File: src/agfdl_pkg.sv
package agfdl_pkg;

    localparam int SAMPLE_W = 16;
    localparam int VOL_W    = 7;
    localparam int PROD_W   = 23;   // sample * volume, |x| <= 3276800
    localparam int LEVEL_W  = 18;   // gain and filter values, -65536..65534
    localparam int NUM_W    = 25;   // 85*s + 15*acc, |x| <= 6553600
    localparam int DITHER_W = 7;    // -63..63
    localparam int NOISE_W  = 32;
    localparam int CODE_W   = 8;

    localparam logic [VOL_W-1:0] VOL_UNITY = 7'd50;
    localparam logic [VOL_W-1:0] VOL_MAX   = 7'd100;

    // Exact truncating division by reciprocal multiply:
    // q = (x * MULT) >> SHIFT for every x below 2^MAG_W.
    localparam int               DIV50_MAG_W  = 22;
    localparam int               DIV50_SHIFT  = 28;
    localparam logic [22:0]      DIV50_MULT   = 23'd5368710;
    localparam int               DIV100_MAG_W = 23;
    localparam int               DIV100_SHIFT = 30;
    localparam logic [23:0]      DIV100_MULT  = 24'd10737419;
    localparam int               QUOT_W       = 17;

    localparam logic signed [NUM_W-1:0] COEF_NEW = 25'sd85;
    localparam logic signed [NUM_W-1:0] COEF_OLD = 25'sd15;

    localparam logic [NOISE_W-1:0] NOISE_SEED  = 32'hDEADBEEF;
    localparam int                 DITHER_BITS = 6;

    localparam logic signed [LEVEL_W-1:0] KNEE     = 18'sd24576;
    localparam logic signed [LEVEL_W-1:0] CLAMP_HI = 18'sd32767;
    localparam logic signed [LEVEL_W-1:0] CLAMP_LO = -18'sd32768;

    // one step of the 13/17/5 xorshift generator
    function automatic logic [NOISE_W-1:0] xorshift_step(input logic [NOISE_W-1:0] x);
        logic [NOISE_W-1:0] t;
        t = x ^ (x << 13);
        t = t ^ (t >> 17);
        t = t ^ (t << 5);
        return t;
    endfunction

endpackage

File: src/agfdl_limiter.sv
module agfdl_limiter
(
    input  logic                                  clk,
    input  logic                                  rst_n,
    input  logic signed [agfdl_pkg::LEVEL_W-1:0]  acc,
    input  logic signed [agfdl_pkg::DITHER_W-1:0] dither,
    input  logic                                  acc_valid,
    output logic                                  acc_ready,
    output logic [agfdl_pkg::CODE_W-1:0]          code,
    output logic                                  code_valid,
    input  logic                                  code_ready
);
    import agfdl_pkg::*;

    logic signed [LEVEL_W-1:0] mixed;
    logic signed [LEVEL_W-1:0] limited;
    logic signed [LEVEL_W-1:0] clamped;
    logic [CODE_W-1:0]         code_reg;
    logic [CODE_W-1:0]         code_next;
    logic                      valid_reg;

    assign acc_ready = !valid_reg || code_ready;

    assign mixed = acc + LEVEL_W'(dither);

    // 4:1 compression beyond the knee, truncating toward zero on both sides
    always_comb
    begin
        priority if (mixed > KNEE)
        begin
            limited = KNEE + ((mixed - KNEE) >>> 2);
        end
        else if (mixed < -KNEE)
        begin
            limited = -KNEE - ((-(mixed + KNEE)) >>> 2);
        end
        else
        begin
            limited = mixed;
        end
    end

    always_comb
    begin
        priority if (limited > CLAMP_HI)
        begin
            clamped = CLAMP_HI;
        end
        else if (limited < CLAMP_LO)
        begin
            clamped = CLAMP_LO;
        end
        else
        begin
            clamped = limited;
        end
    end

    // top byte of s + 0x8000: flip the sign bit
    assign code_next = {~clamped[SAMPLE_W-1], clamped[SAMPLE_W-2:SAMPLE_W-CODE_W]};

    always_ff @(posedge clk or negedge rst_n)
    begin
        if (!rst_n)
        begin
            valid_reg <= 1'b0;
        end
        else if (acc_ready)
        begin
            valid_reg <= acc_valid;
        end
    end

    always_ff @(posedge clk)
    begin
        if (acc_ready && acc_valid)
        begin
            code_reg <= code_next;
        end
    end

    assign code       = code_reg;
    assign code_valid = valid_reg;

endmodule
File: config.mk
export PLATFORM = sky130hd
export DESIGN_NAME = agfdl_limiter
export DESIGN_NICKNAME = d
export VERILOG_FILES = /design/src/agfdl_pkg.sv /design/src/agfdl_limiter.sv
export SDC_FILE = /design/constraint.sdc
export NUM_CORES = 1
export LEC_CHECK = 0
export BUFFER_PORTS_ARGS = -buffer_cell sky130_fd_sc_hd__buf_2
export CORE_MARGIN = 8
export CORE_UTILIZATION = 56
export DETAILED_ROUTE_END_ITERATION = 10
export GPL_TIMING_DRIVEN = 0
export MAX_ROUTING_LAYER = met4
export PLACE_DENSITY_LB_ADDON = 0.1
export SETUP_SLACK_MARGIN = 0.1
export SYNTH_ARGS = -nofsm -noshare
export SYNTH_HDL_FRONTEND = slang
export SYNTH_SLANG_ARGS = --single-unit
File: constraint.sdc
create_clock -name clk -period 2.5 [get_ports clk]
set_input_delay 0.625 -clock clk [delete_from_list [all_inputs] [get_ports clk]]
set_output_delay 0.625 -clock clk [all_outputs]
set_load 0.005 [all_outputs]
Word level (Yosys, flattened, before mapping)
Index checks and enable logic that the tools add are counted.
W data, S select, Z words.
{ "totals": {"regBits": 9, "in_bits": 29, "out_inout_bits": 10, "word_cells": 21} }
{ "op_classes": {"addsub": 6, "magnitude_cmp": 4, "n_mux": 4, "bitwise_logic": 1, "n_reduce_logical": 3} }
{ "ops": {"columns": ["operator", "count"], "rows": [
  ["$gt A18 B16 Y1 const B", 2],
  ["$lt A18 B16 Y1 const B", 2],
  ["$mux W18", 2],
  ["$mux W16", 2],
  ["$add A18 B16 Y18 const B", 1],
  ["$add A18 B7 Y18", 1],
  ["$neg A18 Y18", 1],
  ["$sub A18 B16 Y18 const B", 1],
  ["$add A16 B16 Y17 const A", 1],
  ["$sub A16 B16 Y17 const A", 1],
  ["$logic_and A1 B1 Y1", 1],
  ["$logic_not A1 Y1", 1],
  ["$logic_or A1 B1 Y1", 1],
  ["$not A1 Y1", 1]
]} }

Longest topological paths before layout
{ "logic_depth": {"depth_word": 10, "ltp_mapped": 17, "depth_no_buf": 16} }

Least setup slack after synthesis
Ideal clock, no wire load.
{ "synth_timing": {"kind": "input-to-reg", "start": "input port acc[8] (netlist name)", "end": "register code_reg[0], in the netlist code[0] (data pin)", "setup_ns": 0.265, "t_arrival_ns": 4.104, "required_time_ns": 2.235, "setup_slack_ns": -1.869, "stages": 17, "path_buffers": 2, "cell_sequence": "ha_1 -> buf_2 -> and3_1 -> buf_2 -> and4_1 -> o21ai_0 -> a31oi_1 -> xor2_1 -> inv_1 -> nor2_1 -> nor2_1 -> xnor2_1 -> ha_1 -> nor2b_1 -> a311o_1 -> o211a_4 -> maj3_1"} }
{ "synth_between": {"elab_chain_len": 8, "elab_cells_between_ends": 13, "classes_between": "6 x add/sub; 4 x order compare; 3 x mux"} }
{ "synth_rtl": {"columns": ["element", "line_no", "text"], "rows": [
  ["start: declaration", "agfdl_limiter.sv:5", "input logic signed [agfdl_pkg::LEVEL_W-1:0] acc,"],
  ["$add A18 B7 Y18 *", "agfdl_limiter.sv:24", "assign mixed = acc + LEVEL_W'(dither);"],
  ["$add A18 B16 Y18", "agfdl_limiter.sv:35", "limited = -KNEE - ((-(mixed + KNEE)) >>> 2);"],
  ["$neg A18 Y18", "agfdl_limiter.sv:35", null],
  ["$sub A16 B16 Y17", "agfdl_limiter.sv:35", null],
  ["$mux W18", "agfdl_limiter.sv:33", "else if (mixed < -KNEE)"],
  ["$mux W18 *", "agfdl_limiter.sv:29", "priority if (mixed > KNEE)"],
  ["$lt A18 B16 Y1", "agfdl_limiter.sv:49", "else if (limited < CLAMP_LO)"],
  ["$mux W16", "agfdl_limiter.sv:49", null],
  ["end signal: assignment", "agfdl_limiter.sv:78", "code_reg <= code_next;"],
  ["end: declaration", "agfdl_limiter.sv:18", "logic [CODE_W-1:0] code_reg;"]
]} }
Mark *: on every way between the ends. The rest lies on a longest branch, timed or not.
A chain may end at the register's enable or synchronous reset.

Final worst setup path
{ "layout_timing": {"start": "input port acc[8] (netlist name)", "end": "register code_reg[3], in the netlist code[3] (data pin)"} }
The elaborated chain is that of the path after synthesis.

==> results_dict.tcl <==
set metrics [dict create \
    dieWidth_um 81.5 \
    grt.total_usage_pct 25.5 \
    finalWirelength_um 9800 \
    cp_cell_sequence "buf_2 -> ha_4 -> buf_6 -> a21oi_1 -> o22ai_2 -> a211oi_2 -> a31oi_1 -> o21ai_0 -> mux2i_1 -> nor2_1 -> clkbuf_1 -> nor3b_1 -> a21oi_1 -> o21ai_0 -> maj3_2" \
    ios 39 \
    end_kind "flop" \
    setup_viol 8 \
    yosys_warnings 0 \
    die_h_um 81.5 \
    clk_pin_slew_worst_paths_ns 0.05 \
    antenna_found_initial 0 \
    core_um2 4230 \
    synthCells 300 \
    regToRegStartpoint "code_valid" \
    status "finished, violations left" \
    comb_power_share_pct 81.7 \
    rrSetupSlack_ns 1.34 \
    syn-num-nets 352 \
    area_growth_pct 60.9 \
    fill_cells 168 \
    detailed_place_hpwl_um 4980 \
    tightest_slew_ns 0.673 \
    crit_arrival_ns 4.18 \
    gp_congestion 0.889 \
    worstSkewPairLatency_ns 0.23 \
    numCtsBuffers 3 \
    grt_max_degree 11 \
    async_flop_share_pct 11.1 \
    drtIter0Drc 402 \
    clockBufferDepth 2 \
    synthMostInstantiatedCell "nor2_1" \
    crit_type "primary input to flop" \
    dpl_cell_area_um2 2820 \
    finalCritPeriodShare_pct 168 \
    syn-cell-area_um2 2400 \
    p_seq_share_pct 10.6 \
    cts_sinks 9 \
    route.detailed.drc 0 \
    grt_setup_unrepaired "yes" \
    synth_edf_count 8 \
    critPathLaunchType "primary input" \
    relSlewSlack_pct 55.0 \
    preCtsSetupSlack_ns -2.35 \
    synth-main-ff-cell "edfxtp_1" \
    grt-ovfl-total 0 \
    crit_path_max_fanout 10 \
    port_buffers 38 \
    yosys.area.top_type "ha_1" \
    synth.avg_cell_area_um2 8.00 \
    r2r-end "code[1]" \
    cts_tree "yes" \
    setup_ws_ns -1.70 \
    p_leak_nw 1.57 \
    p_int_mw 1.19 \
    largest_reg_flops 8 \
    hold_class "primary input to asynchronous set/reset pin" \
    grt_pass1_vias 2880 \
    crit_required_ns 2.48 \
    crit_start "acc[8]" \
    vias_per_cell 6.73 \
    design_area_um2 3860 \
    antenna_cells 0 \
    p_per_area_nw_per_um2 568 \
    synth_area_leaders "ha_1 11%, edfxtp_1 10%, xnor2_1 5.5%" \
    switching_power_mw 1.00 \
    cp-endpoint "code[3]" \
    p_total_mw 2.19 \
    cap_violations 0 \
    dr.pass1.iters 6 \
    irDropWorstVdd_mv 0.352 \
    num_vias 3074 \
    ys_ff_latch 9 \
    r2r_cells 2 \
    num_rows 24 \
    p_clk_share_pct 7.7 \
    root_buffer "clkbuf_8" \
    yosysUniqueCellTypes 76 \
    dieArea_um2 6640 \
    synth_commonest_cells "26 x nor2_1, 22 x ha_1, 20 x a21oi_1" \
    fin_worst_skew_ns 0.00144 \
    initial_core_util_pct 56.7 \
    ant_nets 0 \
    max_freq_mhz 238 \
    cts_max_level 1 \
    violations "setup timing" \
    post-route-min-period_ns 4.20 \
    critPathSlowestCell "clkbuf_1" \
    grt_pass1_wl_um 13400 \
    fin_nets 458 \
    hold_viol 0 \
    yosysSeqAreaShare_pct 11.1 \
    critPathMaxStageDelay_ns 0.51 \
    post_drt_wl_per_cell_um 21.4 \
    slew_violations 0 \
    power_switching_share_pct 45.6 \
    tns_ns -12.74 \
    drive_gt1_share_pct 50.6 \
    synth_top_area_share_pct 11.5 \
]
## worst min path at each step
| stage | to | cells past startpoint |
|---|---|---|
| final | code_valid | 1 |
| after global routing | code_valid | 1 |
| after CTS | code_valid | 1 |
| after detailed placement | code_valid | 1 |
| after global placement | code_valid | 1 |
| after floorplan | code_valid | 0 |
## what timing repair did
action                                  in CTS  in global routing
endpoints found under the setup margin       8                  8
gates resized for setup                     74                 19
hold endpoints to repair                     0                  0
pin swaps                                   46                 22
cloned                                       1                  0
hold buffers                                 0                  0
setup buffers                               52                 10
## cell usage in the layout (no fill, tap or decap), drive strengths merged, types with 3 or more instances in the layout
cell and n:
buf 112, nor2 26, o21ai 23, ha 22, a21oi 21, nand2 15, xnor2 15, inv 10
nand3 9, edfxtp 8, and2 8, nand4 7, nor2b 7, nand2b 7, nor3 7, xor2 7
mux2i 6, a211oi 6, clkbuf 6, maj3 5, a21o 5, a31oi 5, a21boi 5, or3 5
o22ai 4, nor4 4, a211o 3, o41ai 3
## cells by family after synthesis
kind of cell	Yosys count	share of synthesized area, %
AND/OR/NAND/NOR	107	25.2
AO/OA/AOI/OAI	104	33.8
adder cells (fa/ha/maj)	28	14.4
buffers and inverters	23	4.17
XOR/XNOR	22	8.34
flip-flops	9	11.1
multiplexers	7	2.97
## per-layer routing
layer / vias to the layer above / GRT usage [%] / share of wire, %
li1: 1366 / - / -
met4: 0 / 7.50 / 4.2
met3: 45 / 1.42 / 8.2
met1: 1450 / 30.3 / 38
met2: 213 / 45.0 / 50
met5: - / - / 0
## final cells by class
type                            count  area, um^2  share of cell area (%)
Clock buffer                        4        45.0                    1.17
Tap cell                           52        65.1                    1.68
Timing Repair Buffer              101         763                    19.8
Inverter                           10        42.5                    1.10
Buffer                             13         109                    2.82
Sequential cell                     9         265                    6.87
Multi-Input combinational cell    268        2570                    66.6
## critical path, delay by kind of cell
family	cells	cell delay [ns]
buffers and inverters	3	0.77
AO/OA/AOI/OAI	7	1.54
AND/OR/NAND/NOR	2	0.49
adder cells (fa/ha/maj)	2	0.56
multiplexers	1	0.19
## power groups by stage
stage | registers [mW] | clock network (mW) | logic, mW
final | 0.232 | 0.169 | 1.79
after floorplan | 0.240 | 0 | 0.903
after CTS | 0.233 | 0.167 | 1.57
after global routing | 0.234 | 0.181 | 1.89
after global placement | 0.232 | 0 | 1.13
after detailed placement | 0.235 | 0 | 1.16
## metrics by stage
step           instances  hold WS (ns)  util, %
6_report             457         0.164     91.2
5_1_grt              457         0.159     91.2
4_1_cts              447         0.161     87.6
3_5_place_dp         390         0.401     66.6
3_3_place_gp         390         0.400     66.6
2_1_floorplan        300         0.329        -
Note: power is estimated with default switching activity, not from simulation.
