--- src/agfdl_pkg.sv ---
package agfdl_pkg;

    localparam int SAMPLE_W = 16;
    localparam int VOL_W    = 7;
    localparam int PROD_W   = 23;   // sample * volume, |x| <= 3276800
    localparam int LEVEL_W  = 18;   // gain and filter values, -65536..65534
    localparam int NUM_W    = 25;   // 85*s + 15*acc, |x| <= 6553600
    localparam int DITHER_W = 7;    // -63..63
    localparam int NOISE_W  = 32;
    localparam int CODE_W   = 8;

    localparam logic [VOL_W-1:0] VOL_UNITY = 7'd50;
    localparam logic [VOL_W-1:0] VOL_MAX   = 7'd100;

    // Exact truncating division by reciprocal multiply:
    // q = (x * MULT) >> SHIFT for every x below 2^MAG_W.
    localparam int               DIV50_MAG_W  = 22;
    localparam int               DIV50_SHIFT  = 28;
    localparam logic [22:0]      DIV50_MULT   = 23'd5368710;
    localparam int               DIV100_MAG_W = 23;
    localparam int               DIV100_SHIFT = 30;
    localparam logic [23:0]      DIV100_MULT  = 24'd10737419;
    localparam int               QUOT_W       = 17;

    localparam logic signed [NUM_W-1:0] COEF_NEW = 25'sd85;
    localparam logic signed [NUM_W-1:0] COEF_OLD = 25'sd15;

    localparam logic [NOISE_W-1:0] NOISE_SEED  = 32'hDEADBEEF;
    localparam int                 DITHER_BITS = 6;

    localparam logic signed [LEVEL_W-1:0] KNEE     = 18'sd24576;
    localparam logic signed [LEVEL_W-1:0] CLAMP_HI = 18'sd32767;
    localparam logic signed [LEVEL_W-1:0] CLAMP_LO = -18'sd32768;

    // one step of the 13/17/5 xorshift generator
    function automatic logic [NOISE_W-1:0] xorshift_step(input logic [NOISE_W-1:0] x);
        logic [NOISE_W-1:0] t;
        t = x ^ (x << 13);
        t = t ^ (t >> 17);
        t = t ^ (t << 5);
        return t;
    endfunction

endpackage

--- src/agfdl_gain.sv ---
module agfdl_gain
(
    input  logic                                  clk,
    input  logic                                  rst_n,
    input  logic                                  volume_we,
    input  logic [agfdl_pkg::VOL_W-1:0]           volume_wdata,
    input  logic signed [agfdl_pkg::SAMPLE_W-1:0] sample,
    input  logic                                  sample_valid,
    output logic                                  sample_ready,
    output logic signed [agfdl_pkg::LEVEL_W-1:0]  level,
    output logic                                  level_valid,
    input  logic                                  level_ready
);
    import agfdl_pkg::*;

    logic [VOL_W-1:0]           volume_reg;
    logic [VOL_W-1:0]           volume_next;
    logic signed [SAMPLE_W-1:0] sample_reg;
    logic                       sample_valid_reg;
    logic signed [PROD_W-1:0]   prod_reg;
    logic signed [PROD_W-1:0]   prod_next;
    logic                       prod_valid_reg;
    logic signed [LEVEL_W-1:0]  level_reg;
    logic signed [LEVEL_W-1:0]  level_next;
    logic                       level_valid_reg;

    logic                       ready_s1;
    logic                       ready_s2;
    logic                       ready_s3;

    logic [PROD_W-1:0]          prod_abs;
    logic [DIV50_MAG_W-1:0]     prod_mag;
    logic [DIV50_MAG_W+22:0]    prod_scaled;
    logic [QUOT_W-1:0]          quot;

    // volumes above full scale saturate on write
    assign volume_next = (volume_wdata > VOL_MAX) ? VOL_MAX : volume_wdata;

    assign ready_s3     = !level_valid_reg || level_ready;
    assign ready_s2     = !prod_valid_reg || ready_s3;
    assign ready_s1     = !sample_valid_reg || ready_s2;
    assign sample_ready = ready_s1;

    assign prod_next = PROD_W'(sample_reg) * PROD_W'($signed({1'b0, volume_reg}));

    // divide by 50, truncating toward zero
    assign prod_abs    = prod_reg[PROD_W-1] ? PROD_W'(-prod_reg) : PROD_W'(prod_reg);
    assign prod_mag    = prod_abs[DIV50_MAG_W-1:0];
    assign prod_scaled = (DIV50_MAG_W+23)'(prod_mag) * (DIV50_MAG_W+23)'(DIV50_MULT);
    assign quot        = prod_scaled[DIV50_SHIFT +: QUOT_W];
    assign level_next  = prod_reg[PROD_W-1] ? -$signed(LEVEL_W'({1'b0, quot}))
                                            : $signed(LEVEL_W'({1'b0, quot}));

    always_ff @(posedge clk or negedge rst_n)
    begin
        if (!rst_n)
        begin
            volume_reg       <= VOL_UNITY;
            sample_valid_reg <= 1'b0;
            prod_valid_reg   <= 1'b0;
            level_valid_reg  <= 1'b0;
        end
        else
        begin
            if (volume_we)
            begin
                volume_reg <= volume_next;
            end
            if (ready_s1)
            begin
                sample_valid_reg <= sample_valid;
            end
            if (ready_s2)
            begin
                prod_valid_reg <= sample_valid_reg;
            end
            if (ready_s3)
            begin
                level_valid_reg <= prod_valid_reg;
            end
        end
    end

    always_ff @(posedge clk)
    begin
        if (ready_s1 && sample_valid)
        begin
            sample_reg <= sample;
        end
        if (ready_s2 && sample_valid_reg)
        begin
            prod_reg <= prod_next;
        end
        if (ready_s3 && prod_valid_reg)
        begin
            level_reg <= level_next;
        end
    end

    assign level       = level_reg;
    assign level_valid = level_valid_reg;

endmodule

--- config.mk ---
export PLATFORM = sky130hd
export DESIGN_NAME = agfdl_gain
export DESIGN_NICKNAME = d
export VERILOG_FILES = /design/src/agfdl_pkg.sv /design/src/agfdl_gain.sv
export SDC_FILE = /design/constraint.sdc
export NUM_CORES = 1
export LEC_CHECK = 0
export BUFFER_PORTS_ARGS = -buffer_cell sky130_fd_sc_hd__buf_2
export CAP_MARGIN = 5
export CORE_MARGIN = 2
export CORE_UTILIZATION = 50
export DETAILED_ROUTE_END_ITERATION = 8
export PLACE_DENSITY = 0.66
export SLEW_MARGIN = 20
export SYNTH_ARGS = -nofsm -noshare
export SYNTH_HDL_FRONTEND = slang
export SYNTH_SLANG_ARGS = --single-unit
--- constraint.sdc ---
create_clock -name clk -period 12.24 [get_ports clk]
set_clock_uncertainty 0.1 [all_clocks]
set_input_delay 0.612 -clock clk [delete_from_list [all_inputs] [get_ports clk]]
set_output_delay 0.612 -clock clk [all_outputs]
set_load 0.02 [all_outputs]
; Yosys cells after proc, flatten, opt, wreduce, memory -nomap -nowiden
; Index checks and enable logic that the tools add are counted.
[word_totals]
regBits = 67
wordCells = 25
[classes]
n_lt_le_gt_ge = 1
multipliers = 2
n_reduce_logical = 9
mux = 3
addsub = 2
[op_table]
columns = cell, n
row1 = "22-bit by 22-bit multiplier with 44-bit output, second input constant", 1
row2 = 16-bit by 8-bit multiplier with 23-bit output, 1
row3 = 22-bit 2-to-1 mux, 1
row4 = 22-bit negation, 1
row5 = 17-bit negation with 18-bit output, 1
row6 = 17-bit 2-to-1 mux, 1
row7 = "7-bit > comparator, second input constant", 1
row8 = 7-bit 2-to-1 mux, 1
row9 = 1-bit logical AND, 3
row10 = 1-bit logical NOT, 3
row11 = 1-bit logical OR, 3

; Longest topological paths before layout
[depth]
depth_word = 5
ltp_mapped = 35

; Least setup slack after synthesis
; No wires, ideal clock.
[synth_path]
path_kind = register -> register
startpoint = register prod_reg[5]
endpoint = register level_reg[14] (netlist: level[14]), data pin
arrival_ns = 8.832
synth_period_minus_slack_ns = 9.193
path_stages_with_launch = 32
slack_ns = 3.047
setup_time_ns = 0.261
n_path_buf = 0
cell_sequence = edfxtp_1 > or4_1 > or2_2 > o41ai_1 > nand2_1 > xnor2_2 > nor2_1 > nor2_1 > inv_1 > fa_1 > fa_1 > inv_1 > fa_1 > fa_1 > fa_1 > inv_1 > fa_1 > inv_1 > ha_1 > a21oi_2 > o21ai_1 > a21o_1 > a221o_1 > a41oi_2 > xnor2_1 > inv_1 > ha_1 > inv_1 > or3_2 > or4_4 > o31ai_4 > xnor2_1
[synth_between]
elab_chain_cells = 5
[synth_rtl]
columns = item, line_no
row1 = start: declaration, agfdl_gain.sv:20  ; logic signed [PROD_W-1:0] prod_reg;
row2 = start signal: assignment, agfdl_gain.sv:92  ; prod_reg <= prod_next;
row3 = 22-bit negation, agfdl_gain.sv:47  ; assign prod_abs = prod_reg[PROD_W-1] ? PROD_W'(-prod_reg) : PROD_W'(prod_reg);
row4 = 22-bit 2-to-1 mux *, agfdl_gain.sv:47
row5 = 22-bit by 22-bit multiplier with 44-bit output *, agfdl_gain.sv:49  ; assign prod_scaled = (DIV50_MAG_W+23)'(prod_mag) * (DIV50_MAG_W+23)'(DIV50_MULT);
row6 = 17-bit negation with 18-bit output, agfdl_gain.sv:51  ; assign level_next = prod_reg[PROD_W-1] ? -$signed(LEVEL_W'({1'b0, quot}))
row7 = 17-bit 2-to-1 mux *, agfdl_gain.sv:51
row8 = via level_next[14], agfdl_gain.sv:24  ; logic signed [LEVEL_W-1:0] level_next;
row9 = end signal: assignment, agfdl_gain.sv:96  ; level_reg <= level_next;
row10 = end: declaration, agfdl_gain.sv:23  ; logic signed [LEVEL_W-1:0] level_reg;
; The timed path passes the listed nets; every way through them passes the cells marked *.
; A chain may end at the register's enable or synchronous reset.

; Worst setup path after layout
; Same ends and word-level chain as after synthesis.

==> flow_metrics.py <==
metrics = {
    "sta": {
        "setup_viol": 0,
        "fmax_mhz": 98.7,
        "rsz0062_at_grt": "no",
        "drv_slew": 0,
        "fin_setup_tns_ns": 0,
        "fin_crit_ns": 10.14,
        "tightest_slew_ns": 1.06,
        "hold_violations": 0,
        "fin_ws_ns": 2.10,
        "timing.slew.headroom_pct": 28.9,
        "period_share_pct": 82.8,
    },
    "floorplan": {
        "start_util_pct": 50.8,
        "ioPinCount": 48,
        "chipWidth_microns": 183,
        "design.die.area_sq_um": 33500,
        "num_rows": 65,
        "coreArea_sq_um": 31600,
        "die_h_microns": 183,
    },
    "worst_setup_path": {
        "reg2regPathDepth": 31,
        "critical_path.max_stage_delay_ns": 0.71,
        "r2r-end": "level[14]",
        "cp-end-kind": "flip-flop",
        "endpoint": "level[14]",
        "cp_data_arrival_time_ns": 10.13,
        "worstPathMaxFanout": 10,
        "crit_start": "prod_reg[5]",
        "crit_slowest_cell": "o41ai_1",
        "r2r-start": "prod_reg[5]",
        "worstPathRequired_ns": 12.23,
        "rrSetupSlack_ns": 2.10,
        "startpoint_type": "flip-flop",
        "worst-setup-path-type": "reg -> reg",
    },
    "hold_path": {
        "hp-class": "in -> async",
    },
    "detailed_routing": {
        "drc_errors": 0,
        "totalWireLength_microns": 33800,
        "initialDrtViolationCount": 560,
        "wl_per_cell_microns": 16.0,
        "via_per_inst": 5.21,
        "dr.pass1.iters": 5,
        "dr_total_vias": 11000,
        "drtAntennaViolNets": 0,
    },
    "synthesis": {
        "synth_ff_type": "edfxtp_1",
        "syn_nets": 2231,
        "syn_area_sq_um": 16000,
        "ys_types": 68,
        "seq_area_frac_synth_pct": 12.3,
        "netlist_instances": 1667,
        "avgSynthCellArea_sq_um": 9.63,
        "synthArstFlopShare_pct": 14.9,
        "yosysWarnings": 0,
        "synth_edf_count": 57,
        "synthTopCellsByArea": "fa_1 32%, ha_1 22%, inv_1 11%",
        "ys_ff_latch": 67,
        "synth.largest_area_cell": "fa_1",
        "netlist.area_leader.share_pct": 32.3,
    },
    "placement": {
        "gp_congestion": 0.923,
        "portBuffers": 47,
        "pre_cts_ws_ns": 2.12,
        "hpwl_microns": 30100,
    },
    "final_layout": {
        "n_antenna_cell": 0,
        "nFillCells": 2869,
        "synthToLayoutAreaGrowth_pct": 6.08,
        "drive_gt1_share_pct": 5.48,
        "largest_register_ffs": 23,
        "fin_nets": 2274,
    },
    "global_routing": {
        "grt_pass1_vias": 11200,
        "grt_overflow_total": 0,
        "antenna_found_initial": 0,
        "grt_max_degree": 24,
        "grt_usage_pct": 21.3,
        "grt_pass1_wl_microns": 56200,
    },
    "run_status": {
        "outcome": "finished clean",
    },
    "clock_tree": {
        "root_buffer": "clkbuf_16",
        "cts_setup_buffers": 0,
        "path_clk_slew_ns": 0.06,
        "htree_levels": 3,
        "clock_sinks": 67,
        "clk_latency_ns": 0.35,
        "cts_resized": 0,
        "cts.hold.buffers_added": 0,
        "cts_buffer_depth": 2,
        "numCtsBuffers": 9,
        "cts_tree": "built",
    },
    "job": {
        "drv_cap": 0,
    },
}
[cell type report]
type	instances	area [sq um]	area share (%)
Inverter	479	1800	10.6
Timing Repair Buffer	49	250	1.47
Multi-Input combinational cell	1104	12200	71.7
Tap cell	402	503	2.96
Sequential cell	67	1970	11.5
Clock buffer	12	278	1.63
Clock inverter	4	30.0	0.176
[synthesized netlist by cell type (8+ instances only)]
library cell,number
xor2_1,25
ha_1,277
inv_1,479
nor3_1,23
o21ai_0,48
nand3_1,19
nand2_1,77
edfxtp_1,57
a21oi_1,45
clkbuf_1,11
fa_1,259
and2_1,86
nor2_1,45
nand4_1,8
a21o_1,10
xnor2_1,59
nand2b_1,12
[worst min path at each step]
stage	from	to	slack, ns	depth (start not counted)
after floorplan	rst_n	level_valid	0.22	0
after global placement	sample_valid_reg	prod_valid_reg	0.37	1
after detailed placement	sample_valid_reg	prod_valid_reg	0.38	1
after CTS	rst_n	sample_valid_reg	0.03	1
after global routing	rst_n	volume_reg[2]	0.03	1
final	rst_n	sample_valid_reg	0.03	1
[critical path: cells and delay by family, from the launching register on]
kind | cells | cell delay, ns
fa+ha+maj | 8 | 3.63
xor+xnor | 3 | 0.86
simple gates | 7 | 2.50
buf+inv | 6 | 0.41
flops | 1 | 0.42
compound gates | 7 | 1.98
[routing by layer]
metal	track usage (%)	wire length [microns]	up-vias	share of wire, %
li1	-	-	5299	-
met3	2.42	1060	31	3.1
met4	4.90	531	0	1.6
met5	0	0	-	0
met2	35.4	16300	186	48
met1	30.2	15900	5516	47
[cell families (layout without fill, tap and decap cells)]
group | Yosys count | count (layout) | synth area share (%)
adders and majority gates | 536 | 536 | 53.9
buffers and inverters | 496 | 544 | 11.7
and+or+nand+nor | 314 | 314 | 10.4
AOI/OAI and AO/OA | 166 | 166 | 6.82
xor gates and xnor gates | 85 | 85 | 4.69
DFF | 67 | 67 | 12.3
muxes | 3 | 3 | 0.203
[metrics by stage]
stage	util, %	instance area [sq um]	instances	hold slack [ns]
after floorplan	-	16000	1667	0.216
after global placement	53.0	16700	2101	0.367
after detailed placement	53.0	16700	2101	0.377
after CTS	53.9	17000	2117	0.0276
after global routing	53.9	17000	2117	0.0333
final	53.9	17000	2117	0.0263
[cells in the final DEF, fill, tap and decap left out, drive strengths merged, types with 7 or more instances in the layout]
| master | n |
|---|---|
| nand2b | 12 |
| clkbuf | 12 |
| nand3 | 19 |
| o21ai | 50 |
| nor3 | 23 |
| xnor2 | 60 |
| fa | 259 |
| o31ai | 8 |
| dfrtp | 7 |
| xor2 | 25 |
| a21o | 10 |
| edfxtp | 57 |
| and3 | 8 |
| a21oi | 48 |
| ha | 277 |
| nand2 | 77 |
| buf | 49 |
| nor2 | 45 |
| or3 | 8 |
| inv | 480 |
| nand4 | 10 |
| and2 | 86 |
Power is left out: the tool's default activity adds up to more than one toggle a clock period on the data nets, which glitch-free logic cannot reach.
